$ cat src/rtl/ras_pkg.sv
package ras_pkg;

    typedef enum logic [3:0] {
        S_IDLE,
        S_CLEAR,
        S_READ,
        S_DIV1,
        S_DIV2,
        S_DIV3,
        S_DECIDE,
        S_MOD,
        S_LREAD,
        S_LWAIT,
        S_OUT
    } t_state;

    typedef enum logic [1:0] {
        CFG_AFFINITY = 2'd0,
        CFG_RANK     = 2'd1,
        CFG_DPH      = 2'd2,
        CFG_PPD      = 2'd3
    } t_cfg_idx;

    localparam logic [1:0] ST_NONE  = 2'd0;
    localparam logic [1:0] ST_NEAR  = 2'd1;
    localparam logic [1:0] ST_FINAL = 2'd2;

    localparam int CFG_IDX_W  = 2;
    localparam int CFG_DATA_W = 8;

    // table sizes, tied to the field widths of the channels
    localparam int EXPERTS      = 64;
    localparam int MAX_REPLICAS = 8;
    localparam int POSITIONS    = 128;

    // divider control and status
    typedef struct packed {
        logic        start;
        logic [10:0] dividend;
        logic [7:0]  divisor;
    } t_div_req;

    typedef struct packed {
        logic        done;
        logic [10:0] quot;
        logic [7:0]  rem;
    } t_div_rsp;

endpackage

$ cat src/rtl/ras_div.sv
module ras_div (
    input  logic              i_clk,
    input  logic              i_rst_n,
    input  ras_pkg::t_div_req i_req,
    output ras_pkg::t_div_rsp o_rsp
);
    // restoring divider, one quotient bit a cycle
    logic [10:0] r_quot;
    logic [8:0]  r_rem;
    logic [7:0]  r_div;
    logic [3:0]  r_cnt;
    logic        r_busy;
    logic        r_done;
    logic [8:0]  w_trial;
    logic [9:0]  w_diff;

    assign w_trial = {r_rem[7:0], r_quot[10]};
    assign w_diff  = {1'b0, w_trial} - {2'b0, r_div};

    always_ff @(posedge i_clk) begin
        if (!i_rst_n) begin
            r_busy <= 1'b0;
            r_done <= 1'b0;
            r_cnt  <= '0;
        end else begin
            r_done <= 1'b0;
            if (i_req.start) begin
                r_busy <= 1'b1;
                r_cnt  <= 4'd11;
                r_quot <= i_req.dividend;
                r_rem  <= '0;
                r_div  <= i_req.divisor;
            end else if (r_busy) begin
                if (!w_diff[9]) begin
                    r_rem  <= w_diff[8:0];
                    r_quot <= {r_quot[9:0], 1'b1};
                end else begin
                    r_rem  <= w_trial;
                    r_quot <= {r_quot[9:0], 1'b0};
                end
                r_cnt <= r_cnt - 4'd1;
                if (r_cnt == 4'd1) begin
                    r_busy <= 1'b0;
                    r_done <= 1'b1;
                end
            end
        end
    end

    assign o_rsp.done = r_done;
    assign o_rsp.quot = r_quot;
    assign o_rsp.rem  = r_rem[7:0];

    a_done_pulse: assert property (@(posedge i_clk) disable iff (!i_rst_n)
        r_done |=> !r_done) else $error("divider done held");
    a_no_start_busy: assert property (@(posedge i_clk) disable iff (!i_rst_n)
        r_busy && !i_req.start |=> r_busy || r_done) else $error("divider lost");
    a_cnt_zero: assert property (@(posedge i_clk) disable iff (!i_rst_n)
        !r_busy |-> r_cnt == 4'd0 || $past(i_req.start) == 1'b0)
        else $error("divider count");
endmodule

$ cat config.mk
export PLATFORM = sky130hd
export DESIGN_NAME = ras_div
export DESIGN_NICKNAME = d
export VERILOG_FILES = /design/src/rtl/ras_pkg.sv /design/src/rtl/ras_div.sv
export SDC_FILE = /design/constraint.sdc
export NUM_CORES = 1
export LEC_CHECK = 0
export ABC_AREA = 1
export BUFFER_PORTS_ARGS = -buffer_cell sky130_fd_sc_hd__buf_2
export CORE_ASPECT_RATIO = 1.75
export CORE_MARGIN = 1.5
export CORE_UTILIZATION = 49
export CTS_CLUSTER_DIAMETER = 40
export DETAILED_ROUTE_END_ITERATION = 8
export GPL_ROUTABILITY_DRIVEN = 0
export PLACE_DENSITY = 0.76
export SLEW_MARGIN = 20
export SYNTH_ARGS = -nofsm -noshare
export SYNTH_HDL_FRONTEND = slang
export SYNTH_SLANG_ARGS = --single-unit
$ cat constraint.sdc
create_clock -name i_clk -period 1.95 [get_ports i_clk]
set_clock_uncertainty 0.05 [all_clocks]
set_input_delay 0.2925 -clock i_clk [delete_from_list [all_inputs] [get_ports i_clk]]
set_output_delay 0.2925 -clock i_clk [all_outputs]
set_load 0.01 [all_outputs]
==> metrics.cfg, run 1 <==
[cts]
cts_buffers = 5
cts-hold-fix-buffers = 0
ctsLongestPathBuffers = 2
clock_latency_ps = 290
cts_max_level = 2
clock_sinks = 33
cts_root_buffer = clkbuf_8
cts_tree = built
cts.clk_slew.worst_paths_ps = 70

[run_status]
status = finished clean

[cells_and_area]
multi_input_area_um2 = 852.1
n_fill_cell = 331
layout.nets = 318
drive_above_1_share_pct = 30.42
final_util_pct = 65.24
n_antenna_cell = 0
areaGrowthSynthToFinish_pct = 25.07
regArea_um2 = 930.9

[synth]
synth_top_area_share_pct = 42.41
synth_cells = 227
syn_nets = 260
synth.most_common_cell = nand2_1
synth_area_um2 = 1912
synth_top_area_cell = edfxtp_1
ys_seq_elements = 33
syn_area_per_cell_um2 = 8.422
synthFlopType = edfxtp_1
synth_async_sr_flop_share_pct = 0
synth_seq_area_share_pct = 48.69
ys_top_cells_by_area = edfxtp_1 42%, nand2_1 15%, inv_1 7.1%
synth.distinct_cells = 29
yosys-top-cells-count = 77 x nand2_1, 36 x inv_1, 27 x edfxtp_1
synth_edf_count = 27
yosys_warnings = 0

[timing]
finalSetupViolCount = 0
tns_ps = 0
timing.hold.ws_ps = 126.8
worst_slew_pin_slew_ps = 387.2
report.final.hold_viol_count = 0
final-max-slew-violation-count = 0
setup_slack_ps = 112.2
period_share_pct = 94.24
period_minus_slack_ps = 1838
slew_headroom_pct = 74.16
max_freq_mhz = 544.1

[setup_path]
critPathLaunchType = register
path_class = register to register
cp.arrival_ps = 1840
crit_path_end_kind = register
critPathRequiredTime_ps = 1950
worst-path-max-fanout = 7

[floorplanning]
rows = 29
die_w_um = 50.22
core_um2 = 3665
ios = 42
die-area_um2 = 4300
start_util_pct = 52.17
die_y_um = 85.63

[min_path]
hold_path.class = input port to register

[global_routing]
grt_max_degree = 13
grt_overflow_total = 0
grt_pass1_vias = 1520
grt_use_total_pct = 19.95
grt_pass1_wl_mm = 6.423
antenna_found_initial = 0

[drt]
wl_per_cell_um = 11.94
drtIter0Drc = 22
drc = 0
vias = 1589
drt-total-wl_mm = 3.964
drtPass1Iterations = 4
post_drt_via_cell_ratio = 4.786
drtAntennaViolNets = 0

[run]
drv_cap = 0

[placed_design]
post-dp-hpwl_mm = 3.035
dp_slack_ps = -19.55
portBuffers = 41

[power]
p_sw_uw = 561.8
seqPwrFrac_pct = 45.5
power.density_nw_per_um2 = 795.4
leakage_nw = 1.219
switching_share_pct = 29.54
p_clk_share_pct = 27.6
power_frac_comb_pct = 26.9
ir_drop_mv = 0.5742
intPower_mw = 1.340

-- critical path, cell delays in order (launching register included) --
cell	delay, ps
edfxtp_1	450
ha_4	320
nand2_2	80
nor2_4	150
nand2_2	120
nand3_4	140
buf_4	130
nand2_1	40
nor2_1	80
nor2_1	40
-- cell families (layout without fill, tap and decap cells) --
logic type / after synthesis / after routing / synth area share (%)
compound gates: 10 / 10 / 3.404
flops: 33 / 33 / 48.69
simple gates: 127 / 128 / 29.91
fa+ha+maj: 11 / 11 / 7.592
buf+inv: 44 / 102 / 9.489
xor+xnor: 2 / 2 / 0.9164
-- metrics by stage --
stage	cell area (µm²)	power (mW)	cells
after global placement	2211	1.336	318
final	2391	1.902	332
after global routing	2391	2.014	332
after floorplan	1912	1.211	227
after CTS	2326	1.886	329
after detailed placement	2211	1.349	318
-- power groups by stage --
stage	Sequential, mW	Clock [mW]	Combinational, mW
3_5_place_dp	0.876	0	0.473
6_report	0.865	0.524	0.512
4_1_cts	0.862	0.535	0.488
5_1_grt	0.871	0.565	0.578
3_3_place_gp	0.875	0	0.461
2_1_floorplan	0.889	0	0.322
-- per-layer routing --
metal / vias to the layer above / global-route usage [%] / wire length (µm)
met5: - / 0 / 0
met4: 0 / 9.848 / 83
met3: 7 / 2.613 / 92
met2: 27 / 37.92 / 2303
met1: 726 / 20.51 / 1485
li1: 829 / - / -
-- timing repair --
item | in CTS | in global routing
endpoints found under the setup margin | 1 | 8
cloned | 1 | 0
buffers inserted | 2 | 3
pin swaps | 1 | 1
resized for setup | 0 | 5
-- area by class of cell --
class | count | share of cell area, %
flip-flops and latches | 33 | 38.93
multi-input cells | 151 | 35.64
repair buffers | 56 | 13.29
inverters | 38 | 5.965
clock buffers | 8 | 3.768
well taps | 46 | 2.407
-- cell usage in the layout (no fill, tap or decap), types with 4 or more instances in the layout --
master | Yosys | final
a21oi_1 | 4 | 4
nand2_2 | 8 | 8
nor2_1 | 22 | 22
dfxtp_1 | 6 | 6
buf_4 | 1 | 15
nand2_1 | 77 | 77
buf_2 | 1 | 41
clkbuf_8 | 0 | 6
ha_1 | 10 | 6
edfxtp_1 | 27 | 27
inv_1 | 36 | 36
nand3_1 | 8 | 8
-- path summary, 6_finish.rpt --
kind	slack [ps]	cells past startpoint	end	startpoint
setup / recovery	110	9	r_rem[6]$_SDFFCE_PP0P_	r_rem[5]$_SDFFCE_PP0P_
hold / removal	130	1	r_div[7]$_DFFE_PP_	i_req[7]
setup reg to reg	110	9	r_rem[6]$_SDFFCE_PP0P_	r_rem[5]$_SDFFCE_PP0P_
hold reg to reg	440	2	r_cnt[3]$_SDFFE_PN0N_	r_cnt[3]$_SDFFE_PN0N_
-- state kept, by name, indices dropped and copies added, names as in the netlist --
register  cells
r_quot       11
r_div         8
r_rem         8
r_cnt         4
r_busy        1
r_done        1
No activity file was read; power rests on OpenSTA's default activity.
==> inputs of run 2 (changes only) <==
REMOVE_ABC_BUFFERS = 1   (was not set)
==> run 2 against run 1 <==
Effect of this change: sequential cell count is the same; sequential power about the same; maximum frequency decreased by 0.38%; clock power is 8.2% lower; non-clock buffer count grew 1; global-route usage rose by 0.23 points; final cell count is 0.30% higher; register-to-register slack about the same; largest power group unchanged.
==> metrics.cfg, run 2 (synthesis results as in run 1) <==
[timing]
max_freq_mhz = 542.0  ; -0.38%
period_share_pct = 94.61  ; +0.36 points
report.final.hold_viol_count = 0  ; unchanged
setup_slack_ps = 105.1  ; -7.095 ps
final-max-slew-violation-count = 0  ; unchanged
tns_ps = 0  ; unchanged
finalSetupViolCount = 0  ; unchanged
worst_slew_pin_slew_ps = 593.7  ; +206.4 ps
slew_headroom_pct = 60.38  ; -14 points
period_minus_slack_ps = 1845  ; +7.095 ps

[setup_path]
critPathLaunchType = register
worst-path-buf-inv = 1  ; unchanged
cp_num_cells = 9  ; unchanged
critical-path-top-delay-family = simple AND/OR/NAND/NOR gates
r2r-end = r_rem[2]$_SDFFCE_PP0P_
path_class = register to register
crit_path_end_kind = register
cpPeakStageDelay_ps = 460  ; about the same
cpMaxStageDelayCell = edfxtp_1
r2r_start = r_rem[0]$_SDFFCE_PP0P_
worst-path-max-fanout = 7  ; unchanged
ff2ff_setup_slack_ps = 110  ; about the same
critPathRequiredTime_ps = 1940  ; about the same
cp.arrival_ps = 1830  ; about the same
reg2reg_depth = 9  ; unchanged
worstPathCellList = ha_1 > nand2_1 > nor2_2 > nand3_4 > nand3_4 > buf_4 > nand2_2 > nand2_1 > nor2_1

[cells_and_area]
fin_cells = 333  ; +0.30%
areaGrowthSynthToFinish_pct = 25.52
final_common_cell = nand2_1
layout.nets = 319  ; +0.31%
fin_area_um2 = 2400  ; +0.37%
largest_reg_flops = 11  ; unchanged
n_fill_cell = 323  ; -2.4%
final_cell_mix = 77 x nand2_1, 41 x buf_2, 36 x inv_1, 27 x edfxtp_1, 22 x nor2_1
reg_top3 = r_quot x11, r_div x8, r_rem x8
n_antenna_cell = 0  ; unchanged
drive_above_1_share_pct = 30.66  ; +0.24 points
top_register = r_quot

[global_routing]
grtUsageMet1_pct = 18.48  ; -2.0 points
grt_pass1_wl_mm = 6.430  ; +0.11%
grt_busiest_layer = met2
grt_util_met3_pct = 4.007  ; +1.4 points
use_met2_pct = 39.59  ; +1.7 points
antenna_found_initial = 0  ; unchanged
grt_overflow_total = 0  ; unchanged
grt_use_total_pct = 20.18  ; +0.23 points
grt_max_degree = 22  ; +9
grt_pass1_vias = 1491  ; -1.9%

[floorplanning]
die_y_um = 85.63  ; unchanged
rows = 29  ; unchanged
die_w_um = 50.22  ; unchanged
start_util_pct = 52.17  ; unchanged
core_um2 = 3665  ; unchanged
die-area_um2 = 4300  ; unchanged
ios = 42  ; unchanged

[cts]
cts.clk_slew.worst_paths_ps = 70  ; about the same
ctsLongestPathBuffers = 2  ; unchanged
cts_max_level = 2  ; unchanged
cts_root_buffer = clkbuf_8
clock_sinks = 33  ; unchanged
cts_buffers = 5  ; unchanged
clock_latency_ps = 280  ; about the same
cts-hold-fix-buffers = 0  ; unchanged
cts_tree = built

[placed_design]
portBuffers = 41  ; unchanged
dp.cells = 316  ; -0.63%
dp_slack_ps = 4.585  ; +24.13 ps
placed_cell_area_um2 = 2196  ; -0.68%
post-dp-hpwl_mm = 3.146  ; +3.7%

[power]
leakage_nw = 1.222  ; +0.23%
totalPowerFinal_mw = 1.886  ; -0.81%
ir_drop_mv = 0.7015  ; +22%
power.density_nw_per_um2 = 786.1  ; -1.2%

[min_path]
hp-start = i_req[6]
worstHoldPathCells = 1  ; unchanged
hold_path.class = input port to register
hold-path-endpoint = r_div[6]$_DFFE_PP_

[drt]
wl_per_cell_um = 13.18  ; +10%
drt-total-wl_mm = 4.389  ; +11%
drtPass1Iterations = 4  ; unchanged
post_drt_via_cell_ratio = 4.928  ; +3.0%
drtAntennaViolNets = 0  ; unchanged
vias = 1641  ; +3.3%
drtIter0Drc = 57  ; +160%
drc = 0  ; unchanged

[run_status]
status = finished clean

[run]
drv_cap = 0  ; unchanged

[run 2: through the flow]
step / util, % / hold WS [ps]
after floorplan: - / 320.5
after global placement: 59.92 / 414.3
after detailed placement: 59.92 / 420.8
after CTS: 62.14 / 121.5
after global routing: 65.48 / 122.6
final: 65.48 / 133.3
[run 2: final cells by class]
type	instances	area (µm²)	share of cell area (%)
Clock buffer	7	76.32	3.180
Clock inverter	1	5.005	0.2086
Inverter	38	142.6	5.944
Multi-Input combinational cell	151	862.1	35.92
Sequential cell	33	930.9	38.79
Tap cell	46	57.56	2.398
Timing Repair Buffer	57	325.3	13.56
[run 2: power by group]
group / internal (mW) / switching, mW
Sequential: 0.832 / 0.0359
Clock: 0.250 / 0.231
Combinational: 0.228 / 0.309
Total: 1.31 / 0.577
[run 2: worst max path at each step]
stage                           startpoint                     end  slack (ps)
floorplan           r_rem[2]$_SDFFCE_PP0P_  r_rem[7]$_SDFFCE_PP0P_         130
global placement    r_rem[5]$_SDFFCE_PP0P_  r_rem[7]$_SDFFCE_PP0P_          30
detailed placement  r_rem[5]$_SDFFCE_PP0P_  r_rem[7]$_SDFFCE_PP0P_           5
CTS                 r_rem[5]$_SDFFCE_PP0P_  r_rem[7]$_SDFFCE_PP0P_         0.8
global route        r_rem[3]$_SDFFCE_PP0P_  r_rem[1]$_SDFFCE_PP0P_         -10
finish              r_rem[0]$_SDFFCE_PP0P_  r_rem[2]$_SDFFCE_PP0P_         110
[run 2: metal layers]
layer | part of all wire, % | routed length [µm]
met3 | 2.8 | 121
met1 | 37 | 1611
met2 | 58 | 2550
met5 | 0 | 0
met4 | 2.4 | 106
[run 2: what timing repair did]
item / in CTS / in global routing
setup endpoints to repair: 0 / 9
buffers inserted: 0 / 8
gates resized for setup: 0 / 5
==> inputs of run 3 (changes only) <==
ABC_AREA = not set   (was 1)
CORE_UTILIZATION = 47   (was 49)
PLACE_DENSITY = 0.74   (was 0.76)
==> run 3 against run 2 <==
Effect of this change: the flow now finishes with violations (setup timing); first-iteration DRC count is 60% lower; power is 0.23% higher; clock-buffer cell count is 1 lower; via count is 18% lower; maximum frequency is 16% lower; combinational power is 7.6% lower; routed wire length is 9.7% lower; area after synthesis is 9.7% lower; sequential share of layout area is 1.7 points higher; critical path depth is 1 lower; critical path type unchanged; highest routed layer unchanged.
==> metrics.cfg, run 3 <==
[run_status]
status = complete, but fails checks
violations = setup timing

[cts]
cts_root_buffer = clkbuf_8
cts_tree = built
ctsLongestPathBuffers = 2  ; unchanged
clock_latency_ps = 290  ; about the same
clock_sinks = 33  ; unchanged
cts_max_level = 2  ; unchanged
cts-hold-fix-buffers = 0  ; unchanged
cts_buffers = 5  ; unchanged
cts.clk_slew.worst_paths_ps = 70  ; about the same

[setup_path]
cpMaxStageDelayCell = edfxtp_1
ff2ff_setup_slack_ps = -240  ; -350 ps
path_class = register to register
crit_path_start = r_quot[10]$_DFFE_PP_
r2r_start = r_quot[10]$_DFFE_PP_
critPathLaunchType = register
cp.arrival_ps = 2190  ; +360 ps
crit_path_end_kind = register
critPathRequiredTime_ps = 1950  ; about the same
cpPeakStageDelay_ps = 390  ; -70 ps
worst-path-max-fanout = 2  ; -5
worstPathCellList = inv_1 > ha_2 > fa_2 > nor2b_4 > o31a_1 > o21a_1 > or3_1 > a32o_1

[global_routing]
grt_pass1_vias = 1430  ; -4.1%
grt_max_degree = 20  ; -9.1%
grt_overflow_total = 0  ; unchanged
grt_pass1_wl_mm = 6.582  ; +2.4%
grt_use_total_pct = 21.58  ; +1.4 points
antenna_found_initial = 0  ; unchanged

[drt]
vias = 1343  ; -18%
post_drt_via_cell_ratio = 5.308  ; +7.7%
drc = 0  ; unchanged
drt-total-wl_mm = 3.963  ; -9.7%
drtAntennaViolNets = 0  ; unchanged
drtIter0Drc = 23  ; -60%
wl_per_cell_um = 15.66  ; +19%
drtPass1Iterations = 4  ; unchanged

[floorplanning]
core_um2 = 3556  ; -3.0%
rows = 29  ; unchanged
die_w_um = 48.82  ; -2.8%
ios = 42  ; unchanged
die-area_um2 = 4060  ; -5.6%
die_y_um = 83.18  ; -2.9%
start_util_pct = 48.56  ; -3.6 points

[synth]
synth_seq_area_share_pct = 53.91  ; +5.2 points
synth_top_area_cell = edfxtp_1
yosys-top-cells-count = 27 x edfxtp_1, 13 x inv_1, 11 x mux2_2
synth-xor-area-share_pct = 3.043  ; +2.1 points
synthFlopType = edfxtp_1
synthSimpleGateAreaFrac_pct = 10.29  ; -20 points
muxShareOfSynthArea_pct = 7.174  ; +7.2 points
post_synth_fa_ha_maj_area_fraction_pct = 8.406  ; +0.81 points
ys_top_cells_by_area = edfxtp_1 47%, ha_1 7.2%, mux2_2 7.2%
synth_cells = 138  ; -39%
synth_top_area_share_pct = 46.96  ; +4.5 points
synth.most_common_cell = edfxtp_1
synth.distinct_cells = 40  ; +38%
synth_area_um2 = 1727  ; -9.7%
synth_async_sr_flop_share_pct = 0  ; unchanged
yosys_warnings = 0  ; unchanged
ys_seq_elements = 33  ; unchanged
synth_edf_count = 27  ; unchanged
synth_top_family_by_area = compound AO/OA/AOI/OAI gates
synth-compound-area-share_pct = 13.48  ; +10 points
syn_area_per_cell_um2 = 12.51  ; +49%

[placed_design]
post-dp-hpwl_mm = 2.909  ; -7.6%
dp.cells = 242  ; -23%
portBuffers = 41  ; unchanged
dp_slack_ps = -268.7  ; -273.3 ps

[cells_and_area]
top_register = r_quot
layout.nets = 240  ; -25%
largest_reg_flops = 11  ; unchanged
reg_top3 = r_quot x11, r_div x8, r_rem x8
final_cell_mix = 41 x buf_2, 27 x edfxtp_1, 23 x buf_4, 13 x inv_1, 11 x mux2_2
n_antenna_cell = 0  ; unchanged
areaGrowthSynthToFinish_pct = 33.04
final_common_cell = buf_2
drive_above_1_share_pct = 48.31  ; +18 points
fin_cells = 253  ; -24%

[timing]
report.final.hold_viol_count = 0  ; unchanged
rsz0062_at_grt = yes
period_minus_slack_ps = 2194  ; +348.7 ps
worst_slew_pin_slew_ps = 325.0  ; -268.7 ps
tns_ps = -1377  ; -1377 ps
timing.hold.ws_ps = 124.3  ; -8.972 ps
period_share_pct = 112.5  ; +18 points
setup_slack_ps = -243.6  ; -348.7 ps
max_freq_mhz = 455.9  ; -16%
slew_headroom_pct = 78.03  ; +18 points
finalSetupViolCount = 9  ; +9
final-max-slew-violation-count = 0  ; unchanged

[min_path]
hold_path.class = input port to register
hp-start = i_req[0]

[power]
ir_drop_mv = 0.5432  ; -23%
leakage_nw = 0.9886  ; -19%
power.density_nw_per_um2 = 823.1  ; +4.7%

[run]
drv_cap = 0  ; unchanged

==> run 3: timing repair <==
item                                    4_1_cts  5_1_grt
resized for setup                            11        5
setup buffers                                 3        1
pin swaps                                     4        4
endpoints found under the setup margin        9        9
hold endpoints to repair                      0        0
==> run 3: logic make-up after synthesis <==
logic type	Yosys count
mux	11
simple gates	31
fa+ha+maj	11
buf+inv	16
flops	33
compound gates	30
xor+xnor	6
==> run 3: path summary, 6_finish.rpt <==
| kind | end | depth (start not counted) |
|---|---|---|
| max | r_rem[6]$_SDFFCE_PP0P_ | 8 |
| min | r_div[0]$_DFFE_PP_ | 1 |
| max reg2reg | r_rem[6]$_SDFFCE_PP0P_ | 8 |
| min reg2reg | r_quot[3]$_DFFE_PP_ | 1 |
==> run 3: final cells by class <==
cell class | count | area, µm²
fill | 293 | 1259
sequential | 33 | 930.9
multi-input combinational | 89 | 780.7
timing repair buffer | 65 | 389.1
clock buffer | 6 | 82.58
tap | 46 | 57.56
inverter | 13 | 48.80
clock inverter | 1 | 7.507
==> run 3: stage by stage <==
| step | instance area, µm² | util, % | power, mW |
|---|---|---|---|
| 2_1_floorplan | 1712 | - | 1.135 |
| 3_3_place_gp | 2125 | 59.75 | 1.303 |
| 3_5_place_dp | 2125 | 59.75 | 1.324 |
| 4_1_cts | 2270 | 63.83 | 1.871 |
| 5_1_grt | 2297 | 64.60 | 1.979 |
| 6_report | 2297 | 64.60 | 1.891 |
==> run 3: where the power goes <==
group          total (mW)  switching, mW  internal (mW)
combinational       0.496          0.247          0.249
sequential          0.866         0.0333          0.832
clock               0.529          0.250          0.279
==> run 3: routing by layer <==
| metal | track usage [%] | up-vias | share of wire [%] |
|---|---|---|---|
| li1 | - | 652 | - |
| met1 | 20.36 | 641 | 34 |
| met2 | 39.23 | 34 | 57 |
| met3 | 5.576 | 16 | 4.3 |
| met4 | 14.55 | 0 | 4.9 |
| met5 | 0 | - | 0 |
==> run 3: worst max-delay path, delay by kind of cell (launching register included) <==
kind | cells | cell delay (ps)
buf+inv | 1 | 70
compound gates | 3 | 670
flops | 1 | 390
simple gates | 2 | 360
fa+ha+maj | 2 | 430
